**src/sv/jtoc_pkg.sv**
```systemverilog
// Shared types, constants and helpers for the top-level JSON object counter.
// No dependencies; every other file of the block refers to this package by scoped names.
`timescale 1ns / 1ps

package jtoc_pkg;

	localparam int COUNT_BITS = 16;
	localparam int DEPTH_BITS = 16;
	localparam int TOTAL_BITS = 16;
	localparam int BYTE_BITS  = 8;
	// Width used to compare the count against the largest total.
	localparam int CMP_BITS   = (COUNT_BITS > TOTAL_BITS) ? COUNT_BITS : TOTAL_BITS;

	localparam logic [BYTE_BITS-1:0] CH_LBRACKET = 8'h5B;
	localparam logic [BYTE_BITS-1:0] CH_RBRACKET = 8'h5D;
	localparam logic [BYTE_BITS-1:0] CH_LBRACE   = 8'h7B;
	localparam logic [BYTE_BITS-1:0] CH_RBRACE   = 8'h7D;
	localparam logic [BYTE_BITS-1:0] CH_QUOTE    = 8'h22;
	localparam logic [BYTE_BITS-1:0] CH_BSLASH   = 8'h5C;
	localparam logic [BYTE_BITS-1:0] CH_COMMA    = 8'h2C;
	localparam logic [BYTE_BITS-1:0] CH_SPACE    = 8'h20;
	localparam logic [BYTE_BITS-1:0] CH_TAB      = 8'h09;
	localparam logic [BYTE_BITS-1:0] CH_LF       = 8'h0A;
	localparam logic [BYTE_BITS-1:0] CH_CR       = 8'h0D;

	// Saturating count of non-whitespace bytes.
	localparam logic [1:0] NS_NONE = 2'd0;
	localparam logic [1:0] NS_ONE  = 2'd1;
	localparam logic [1:0] NS_MANY = 2'd2;

	typedef struct packed {
		logic                  escape_pending;
		logic                  inside_string;
		logic [DEPTH_BITS-1:0] brace_level;
		logic                  depth_overflowed;
		logic [COUNT_BITS-1:0] objects_seen;
		logic                  content_seen;
		logic                  content_before_latest;
		logic [1:0]            nonspace_count;
		logic                  opened_with_bracket;
		logic                  latest_is_close_bracket;
	} scan_state_t;

	function automatic logic is_blank(input logic [BYTE_BITS-1:0] c);
		return (c == CH_SPACE) || (c == CH_TAB) || (c == CH_LF) || (c == CH_CR);
	endfunction

endpackage

```
**src/sv/json_top_level_object_counter_unit.sv**
```systemverilog
// Top level of the JSON object counter: scan state register, per-byte logic and output register.
// Depends on jtoc_pkg, jtoc_scan and jtoc_out_reg.
`timescale 1ns / 1ps

// Counts the objects that open at brace depth zero inside the top-level array of a JSON
// document streamed one byte per item, with tlast on the document's final byte. One byte is
// taken every cycle: the scan state is updated in the cycle the byte is accepted, and the
// final byte loads the count (or 0 for a malformed, unbalanced, empty or unterminated document)
// into the output register, which delivers it in the next cycle. Input is held off only while
// a previous result is waiting and not being taken. After each final byte the block is ready
// for the next document at once; no configuration is needed.
module json_top_level_object_counter_unit (
	input  logic        clk,
	input  logic        arst_n,
	input  logic        s_tvalid,
	output logic        s_tready,
	input  logic [7:0]  s_tdata,   // text_byte[7:0]
	input  logic        s_tlast,   // final_byte
	output logic        m_tvalid,
	input  logic        m_tready,
	output logic [15:0] m_tdata    // object_total[15:0]
);

	jtoc_pkg::scan_state_t           state_q;
	jtoc_pkg::scan_state_t           state_next;
	logic [jtoc_pkg::TOTAL_BITS-1:0] object_total;
	logic                            out_free;
	logic                            accept;

	assign s_tready = out_free;
	assign accept   = s_tvalid && out_free;

	jtoc_scan u_scan (
		.state        (state_q),
		.text_byte    (s_tdata),
		.final_byte   (s_tlast),
		.state_next   (state_next),
		.object_total (object_total)
	);

	always_ff @(posedge clk or negedge arst_n) begin
		if (!arst_n) begin
			state_q <= '0;
		end else if (accept) begin
			state_q <= state_next;
		end
	end

	jtoc_out_reg u_out (
		.clk       (clk),
		.arst_n    (arst_n),
		.load      (accept && s_tlast),
		.load_data (object_total),
		.free      (out_free),
		.m_tvalid  (m_tvalid),
		.m_tready  (m_tready),
		.m_tdata   (m_tdata)
	);

`ifndef SYNTHESIS
	// An empty output register never holds off input.
	a_ready_when_empty: assert property (@(posedge clk) disable iff (!arst_n)
		!m_tvalid |-> s_tready)
		else $error("input stalled with empty output register");

	// A final byte yields a result in the next cycle and leaves the scan state cleared.
	a_final_gives_result: assert property (@(posedge clk) disable iff (!arst_n)
		(s_tvalid && s_tready && s_tlast) |=> (m_tvalid && (state_q == '0)))
		else $error("final byte did not produce a result or clear the state");

	// A non-final byte never creates a result on its own.
	a_no_spurious_result: assert property (@(posedge clk) disable iff (!arst_n)
		(s_tvalid && s_tready && !s_tlast && (!m_tvalid || m_tready)) |=> !m_tvalid)
		else $error("result appeared without a final byte");
`endif

endmodule

```
**src/sv/jtoc_scan.sv**
```systemverilog
// Per-byte next-state and result logic of the JSON object counter.
// Purely combinational; depends on jtoc_pkg for the state type and character codes.
`timescale 1ns / 1ps

module jtoc_scan (
	input  jtoc_pkg::scan_state_t                 state,
	input  logic [jtoc_pkg::BYTE_BITS-1:0]        text_byte,
	input  logic                                  final_byte,
	output jtoc_pkg::scan_state_t                 state_next,
	output logic [jtoc_pkg::TOTAL_BITS-1:0]       object_total
);

	always_comb begin
		jtoc_pkg::scan_state_t nxt;
		logic blank;
		logic do_scan;
		logic doc_ok;
		logic [jtoc_pkg::CMP_BITS-1:0] wide_total;

		nxt = state;
		blank = jtoc_pkg::is_blank(text_byte);
		do_scan = 1'b0;

		if (blank) begin
			do_scan = (state.nonspace_count != jtoc_pkg::NS_NONE);
		end else if (state.nonspace_count == jtoc_pkg::NS_NONE) begin
			nxt.opened_with_bracket = (text_byte == jtoc_pkg::CH_LBRACKET);
			nxt.nonspace_count = jtoc_pkg::NS_ONE;
		end else begin
			// Keep the emptiness flag from before this byte in case it is the closing bracket.
			nxt.content_before_latest = state.content_seen;
			do_scan = 1'b1;
			nxt.latest_is_close_bracket = (text_byte == jtoc_pkg::CH_RBRACKET);
			nxt.nonspace_count = jtoc_pkg::NS_MANY;
		end

		if (do_scan) begin
			if (state.escape_pending) begin
				nxt.escape_pending = 1'b0;
			end else if (state.inside_string) begin
				if (text_byte == jtoc_pkg::CH_BSLASH) begin
					nxt.escape_pending = 1'b1;
				end else if (text_byte == jtoc_pkg::CH_QUOTE) begin
					nxt.inside_string = 1'b0;
				end
			end else begin
				case (text_byte)
					jtoc_pkg::CH_QUOTE: begin
						nxt.inside_string = 1'b1;
						nxt.content_seen = 1'b1;
					end
					jtoc_pkg::CH_LBRACE: begin
						if ((state.brace_level == '0) && (state.objects_seen != '1)) begin
							nxt.objects_seen = state.objects_seen + 1'b1;
						end
						if (state.brace_level != '1) begin
							nxt.brace_level = state.brace_level + 1'b1;
						end else begin
							nxt.depth_overflowed = 1'b1;
						end
						nxt.content_seen = 1'b1;
					end
					jtoc_pkg::CH_RBRACE: begin
						// An unmatched close brace at depth zero is ignored.
						if (state.brace_level != '0) begin
							nxt.brace_level = state.brace_level - 1'b1;
						end
					end
					default: begin
						if (!blank && (text_byte != jtoc_pkg::CH_COMMA)) begin
							nxt.content_seen = 1'b1;
						end
					end
				endcase
			end
		end

		doc_ok = (nxt.nonspace_count == jtoc_pkg::NS_MANY) && nxt.opened_with_bracket &&
			nxt.latest_is_close_bracket && !nxt.inside_string &&
			(nxt.brace_level == '0) && !nxt.depth_overflowed && nxt.content_before_latest;

		wide_total = doc_ok ? jtoc_pkg::CMP_BITS'(nxt.objects_seen) : '0;
		if (wide_total > jtoc_pkg::CMP_BITS'({jtoc_pkg::TOTAL_BITS{1'b1}})) begin
			object_total = '1;
		end else begin
			object_total = wide_total[jtoc_pkg::TOTAL_BITS-1:0];
		end

		// The document ends here: start the next one from the reset state.
		if (final_byte) begin
			nxt = '0;
		end
		state_next = nxt;
	end

endmodule

```
**src/sv/jtoc_out_reg.sv**
```systemverilog
// Output register of the JSON object counter: holds one result until it is taken.
// Depends on jtoc_pkg for the result width.
`timescale 1ns / 1ps

module jtoc_out_reg (
	input  logic                            clk,
	input  logic                            arst_n,
	input  logic                            load,
	input  logic [jtoc_pkg::TOTAL_BITS-1:0] load_data,
	output logic                            free,
	output logic                            m_tvalid,
	input  logic                            m_tready,
	output logic [jtoc_pkg::TOTAL_BITS-1:0] m_tdata
);

	logic                            valid_q;
	logic [jtoc_pkg::TOTAL_BITS-1:0] data_q;

	// A held result that is taken in this cycle frees the register for a new one.
	assign free = !valid_q || m_tready;

	always_ff @(posedge clk or negedge arst_n) begin
		if (!arst_n) begin
			valid_q <= 1'b0;
		end else if (load) begin
			valid_q <= 1'b1;
		end else if (m_tready) begin
			valid_q <= 1'b0;
		end
	end

	always_ff @(posedge clk) begin
		if (load) begin
			data_q <= load_data;
		end
	end

	assign m_tvalid = valid_q;
	assign m_tdata  = data_q;

endmodule
```
**config.mk**
```make
export PLATFORM = sky130hd
export DESIGN_NAME = json_top_level_object_counter_unit
export DESIGN_NICKNAME = d
export VERILOG_FILES = /design/src/sv/jtoc_pkg.sv /design/src/sv/json_top_level_object_counter_unit.sv /design/src/sv/jtoc_scan.sv /design/src/sv/jtoc_out_reg.sv
export SDC_FILE = /design/constraint.sdc
export NUM_CORES = 1
export LEC_CHECK = 0
export BUFFER_PORTS_ARGS = -buffer_cell sky130_fd_sc_hd__clkbuf_2
export CORE_MARGIN = 3
export CORE_UTILIZATION = 28
export DETAILED_ROUTE_END_ITERATION = 10
export PLACE_DENSITY_LB_ADDON = 0.2
export SYNTH_ARGS = -nofsm -noshare
export SYNTH_HDL_FRONTEND = slang
export SYNTH_SLANG_ARGS = --single-unit
export TNS_END_PERCENT = 50
```
**constraint.sdc**
```tcl
create_clock -name clk -period 3.1 [get_ports clk]
set_input_delay 0.465 -clock clk [delete_from_list [all_inputs] [get_ports clk]]
set_output_delay 0.465 -clock clk [all_outputs]
set_load 0.005 [all_outputs]
```
==> impl_metrics.toml, run 1 <==
[status]
status = "finished clean"

[global_route]
initial_antenna_violation_count = 0
largest_net_degree_at_the_start_of_global_routing = 27
vias_in_the_first_global_route = 4151
grt_usage_pct = 17.5
globalRouteOverflowTotal = 0
wire_length_of_the_first_global_routing_pass_um = 22900

[worst_setup_path]
cp_common_cell = "sky130_fd_sc_hd__a41oi_1"
timing.critical_path.max_delay_family = "simple AND/OR/NAND/NOR gates"
worst_setup_path_end_kind = "register"
cp_slowest_stage_delay_ns = 0.55
worst_setup_path_start_kind = "register"
worst-setup-path-type = "reg2reg"
critical_path_arrival_ns = 3.02
cp_num_buf_inv = 1
worst-endpoint-required_ns = 3.18
path_max_fanout = 16
slowest_stage = "sky130_fd_sc_hd__dfrtp_1"
cp_cell_sequence = "and4_2, a41oi_1, a41oi_1, nor3_1, xor2_1, a2111oi_4, nand4_2, buf_4, nor2_1"

[final_layout]
synthToLayoutAreaGrowth_pct = 21.9
layout.core_utilization_pct = 35.6
seq_area_um2 = 1530
nNetsFinal = 566
multi_input_combinational_cell_area_um2 = 2560
fillers = 1508
final_non_filler_cell_area_um2 = 5270
final-instance-count-excl-fill = 739
drive_above_1_share_pct = 23.6
antenna_cells = 0

[power_and_ir_drop]
netSwitchingPower_mw = 0.671
p_seq_share_pct = 36.2
share_clk_of_total_power_pct = 47.6
power.leakage_nw = 2.14
power_density_over_cell_area_nw_per_um2 = 445
power_internal_mw = 1.67
total_power_mw = 2.34
share_comb_of_total_power_pct = 16.3
peakVddDrop_uv = 280
power_switching_share_pct = 28.6

[clock_tree]
tritoncts.num_buffers = 9
max_buffers_root_to_sink = 2
worstSkewPairLatency_ns = 0.34
clock_tree_from_tritoncts = "done"
cts.sink_count = 58
cts_root_buf = "sky130_fd_sc_hd__clkbuf_16"
cts.reportedPaths.clkPinSlew_ns = 0.07
cts_htree_levels = 3

[floorplanning]
core_um2 = 14800
rows = 44
initial_utilization_pct = 29.2
die_w_um = 130
design.portCount = 31
total_die_area_um2 = 17000
die_height_um = 130

[detailed_routing]
highest_layer = "met4"
wirelength_met1_um = 6480
drt_drc_violations_left = 0
ratio_of_routed_vias_to_standard_cells = 5.82
vias_post_dr = 4301
drtAntennaViolNets = 0
dr.first_iter.drc_count = 523
route.met3.wl_um = 868
dr.pass1.iters = 5
wire_per_inst_um = 19.6
postRouteWirelength_um = 14500
routed-wl-met2_um = 6600

[yosys]
synth.largest_area_cell = "sky130_fd_sc_hd__dfrtp_1"
syn_nets = 503
netlist.area_leader.share_pct = 24.3
seq_area_frac_synth_pct = 35.4
yosys-top-cells-area = "sky130_fd_sc_hd__dfrtp_1 (24%), sky130_fd_sc_hd__edfxtp_1 (11%), sky130_fd_sc_hd__o21ai_0 (4.4%), sky130_fd_sc_hd__nor2_1 (4.1%), sky130_fd_sc_hd__nand2_1 (3.5%)"
dominantRegCellSynth = "sky130_fd_sc_hd__dfrtp_1"
netlist_instances = 487
mappedNetlistArea_um2 = 4320
postSynthAreaPerCell_um2 = 8.88
synth_edf_count = 16
synthArstFlopShare_pct = 72.4
synth_seq_cells = 58
yosysWarnings = 0
yosysUniqueCellTypes = 69

[timing]
drv_slew = 0
max_freq_ghz = 0.340
report.final.hold_viol_count = 0
final.period_utilization_pct = 94.8
slew_headroom_pct = 51.1
totalNegativeSetupSlack_ns = 0
tightest_slew_ns = 0.733
final-setup-viol-count = 0
hold_ws_ns = 0.161
period_needed_ns = 2.94
clock-skew-final_ns = 0.0124
final_critical_path_setup_slack_ns = 0.162

[placed_design]
gp_congestion = 0.992
dp_hpwl_um = 10800
placed_area_um2 = 4880
port_buffers = 30
placed_cells_incl_taps = 715
placement.setup.worst_slack_ns = 0.0289

[worst_hold_path]
hold_class = "in2async"

[run]
cap_violations = 0
-- final timing paths --
check                                    to        start  slack, ns  cells past startpoint
max                        u_out.m_tdata[8]  state_q[38]       0.16                      9
min reg2reg                     state_q[22]  state_q[22]       0.50                      2
min in group clk             u_out.m_tvalid     m_tready       0.43                      3
max reg2reg                u_out.m_tdata[8]  state_q[38]       0.16                      9
min                             state_q[36]       arst_n       0.16                      1
max in group asynchronous        state_q[9]       arst_n       2.20                      2
-- area by class of cell --
class	instances	share of cell area, %
clock buffers	9	4.27
clock inverters	7	1.95
inverters	9	0.641
multi-input cells	384	48.6
flip-flops and latches	58	29.1
well taps	184	4.37
repair buffers	88	11.1
-- registers in the layout, summed over array words and instances, names as in the netlist --
signal / count
u_out.m_tdata: 16
u_out.m_tvalid: 1
state_q: 41
-- layer usage --
| metal | vias to the layer above | GRT usage, % |
|---|---|---|
| li1 | 1989 | - |
| met1 | 2097 | 23.7 |
| met2 | 177 | 27.2 |
| met3 | 38 | 3.93 |
| met4 | 0 | 6.85 |
| met5 | - | 0 |
-- synth_stat cells (all sizes together), types with 7 or more instances --
master / count
clkbuf: 17
a22o: 13
xnor2: 11
nor4: 15
o31ai: 11
o21ai: 39
nand2: 40
nor2: 48
xor2: 10
a31oi: 13
edfxtp: 16
buf: 19
and4: 8
inv: 9
nand4: 21
dfrtp: 42
and2: 12
a21oi: 16
nor3: 15
nand3: 13
and3: 7
-- power groups by stage --
stage | registers (mW) | clock network, mW | logic, mW
floorplan | 0.851 | 0 | 0.234
global placement | 0.861 | 0 | 0.379
detailed placement | 0.862 | 0 | 0.376
CTS | 0.847 | 1.14 | 0.377
global route | 0.852 | 1.18 | 0.418
finish | 0.848 | 1.11 | 0.381
-- cell usage in the layout, fill, tap and decap left out, drive strengths merged, types with 8 or more instances in the layout --
| master | Yosys | layout |
|---|---|---|
| nor3 | 15 | 15 |
| clkbuf | 17 | 39 |
| xnor2 | 11 | 11 |
| and4 | 8 | 8 |
| dfrtp | 42 | 42 |
| edfxtp | 16 | 16 |
| nand4 | 21 | 21 |
| o31ai | 11 | 11 |
| a21oi | 16 | 16 |
| nor4 | 15 | 15 |
| nand3 | 13 | 13 |
| nor2 | 48 | 48 |
| and2 | 12 | 12 |
| nand2 | 40 | 40 |
| xor2 | 10 | 10 |
| buf | 19 | 58 |
| a22o | 13 | 13 |
| a31oi | 13 | 13 |
| inv | 9 | 10 |
| o21ai | 39 | 39 |
-- what timing repair did --
| item | in CTS | in global routing |
|---|---|---|
| setup endpoints to repair | 0 | 16 |
| gates resized for setup | 0 | 2 |
| hold buffers | 0 | 0 |
| buffers inserted | 0 | 8 |
-- cell families after synthesis --
logic type      synth area share (%)
fa+ha+maj                      0.868
buf+inv                         5.44
compound gates                  21.4
flops                           35.4
mux                            0.984
simple gates                    31.7
xor+xnor                        4.25
(Power assumes the default switching activity.)
==> inputs of run 2 (changes only) <==
- CELL_PAD_IN_SITES_DETAIL_PLACEMENT: default -> 0
- CELL_PAD_IN_SITES_GLOBAL_PLACEMENT: default -> 1
==> run 2 against run 1 <==
  * Via count decreased by 2.0%
  * Wire length grew 0.74%
  * First-iteration DRC count decreased by 36%
  * Cell count fell by 1.4%
  * Largest power group unchanged
  * Highest routed layer unchanged
==> impl_metrics.toml, run 2 (synthesized netlist as in run 1, its figures left out) <==
[worst_setup_path]
reg2reg_slack_ns = 0.12
path_max_fanout = 16
critical_path_arrival_ns = 3.18
cp_cell_sequence = "and4_1, nand4_2, buf_4, a22oi_1, or3_1, nand4_1, nor4_4, nand4_2, buf_4, a21oi_1"
worst_setup_path_end_kind = "register"
worst-endpoint-required_ns = 3.30
worst_setup_path_start_kind = "register"
worst-setup-path-type = "reg2reg"
cp_slowest_stage_delay_ns = 0.57
slowest_stage = "sky130_fd_sc_hd__dfrtp_1"

[floorplanning]
design.portCount = 31
die_height_um = 130
total_die_area_um2 = 17000
die_w_um = 130
core_um2 = 14800
rows = 44
initial_utilization_pct = 29.2

[clock_tree]
cts_root_buf = "sky130_fd_sc_hd__clkbuf_16"
worstSkewPairLatency_ns = 0.35
cts.reportedPaths.clkPinSlew_ns = 0.06
tritoncts.num_buffers = 9
max_buffers_root_to_sink = 2
clock_tree_from_tritoncts = "done"
cts_htree_levels = 3
cts.sink_count = 58

[power_and_ir_drop]
total_power_mw = 2.24
power.leakage_nw = 2.09
power_density_over_cell_area_nw_per_um2 = 431
peakVddDrop_uv = 280

[global_route]
largest_net_degree_at_the_start_of_global_routing = 43
globalRouteOverflowTotal = 0
grt_usage_pct = 17.8
vias_in_the_first_global_route = 4045
wire_length_of_the_first_global_routing_pass_um = 22900
initial_antenna_violation_count = 0

[detailed_routing]
drt_drc_violations_left = 0
drtAntennaViolNets = 0
dr.first_iter.drc_count = 333
ratio_of_routed_vias_to_standard_cells = 5.78
vias_post_dr = 4217
wire_per_inst_um = 20.1
dr.pass1.iters = 6
postRouteWirelength_um = 14600

[placed_design]
placed_area_um2 = 4850
gp_congestion = 0.901
port_buffers = 30
dp_hpwl_um = 10400

[timing]
clock-skew-final_ns = 0.00814
report.final.hold_viol_count = 0
final.period_utilization_pct = 96.2
slew_headroom_pct = 48.7
period_needed_ns = 2.98
final-setup-viol-count = 0
tightest_slew_ns = 0.769
setup_repair_after_global_routing_missed_its_margin = "false"
drv_slew = 0
max_freq_ghz = 0.335

[final_layout]
layout.core_utilization_pct = 35.1
largest-register = "state_q"
antenna_cells = 0
nNetsFinal = 556
layout_commonest_cell = "sky130_fd_sc_hd__buf_4"
final_non_filler_cell_area_um2 = 5200
fillers = 1510
drive_above_1_share_pct = 22.8
mostFrequentLayoutCells = "sky130_fd_sc_hd__buf_4 (48), sky130_fd_sc_hd__nor2_1 (47), sky130_fd_sc_hd__dfrtp_1 (42), sky130_fd_sc_hd__nand2_1 (40), sky130_fd_sc_hd__o21ai_0 (37)"
synthToLayoutAreaGrowth_pct = 20.2
largest_register_ff_count = 41

[worst_hold_path]
hold_class = "in2async"

[status]
status = "finished clean"

[run]
cap_violations = 0
-- run 2: cell count changes in the layout (fill, tap and decap cells not counted), moves of 2 or more --
| cell | before | now |
|---|---|---|
| sky130_fd_sc_hd__clkinv_4 | 3 | 0 |
| sky130_fd_sc_hd__buf_4 | 58 | 48 |
| sky130_fd_sc_hd__clkinv_2 | 0 | 3 |
| sky130_fd_sc_hd__nor4_4 | 5 | 7 |
| sky130_fd_sc_hd__nor4_1 | 8 | 6 |
-- run 2: timing repair --
action | in CTS | in global routing
hold buffers | 0 | 0
gates resized for setup | 0 | 8
setup buffers | 0 | 2
endpoints found under the setup margin | 0 | 16
-- run 2: final cells by class --
class | count | area [um2] | area share [%]
well taps | 184 | 230 | 4.43
flip-flops and latches | 58 | 1530 | 29.5
multi-input cells | 384 | 2600 | 50.0
clock inverters | 7 | 68.8 | 1.32
repair buffers | 78 | 510 | 9.82
clock buffers | 9 | 225 | 4.33
inverters | 9 | 33.8 | 0.650
-- run 2: per-stage QoR --
step                      instances  hold slack [ns]  setup TNS (ns)  setup WS, ns
after floorplan                 487            0.169               0         0.351
after global placement          711            0.489          -0.971       -0.0811
after detailed placement        711            0.491           -2.02        -0.154
after CTS                       727            0.259               0        0.0557
after global routing            729            0.279               0        0.0107
final                           729            0.223               0         0.117
-- run 2: power breakdown --
part	internal (mW)	total, mW	switching [mW]
combinational	0.138	0.376	0.238
sequential	0.816	0.845	0.0291
clock	0.620	1.02	0.401
total	1.57	2.24	0.668
-- run 2: final timing paths --
| path | from | cells after the start | end |
|---|---|---|---|
| setup / recovery | state_q[26] | 10 | u_out.m_tdata[1] |
| hold / removal | arst_n | 2 | state_q[33] |
| setup reg to reg | state_q[26] | 10 | u_out.m_tdata[1] |
| hold reg to reg | state_q[22] | 2 | state_q[22] |
| max in group asynchronous | arst_n | 2 | state_q[14] |
| min in group clk | m_tready | 3 | u_out.m_tvalid |
-- run 2: per-layer routing --
layer	wire, um	up-vias	GRT usage [%]
li1	-	1973	-
met1	6970	2066	25.7
met2	6470	143	26.1
met3	799	35	2.42
met4	386	0	8.25
met5	0	-	0
-- run 2: worst max-delay path: cells and delay by family, from the launching register on --
kind            cells  cell delay, ns
flops               1            0.57
compound gates      2            0.37
buf+inv             2            0.42
simple gates        6            1.45
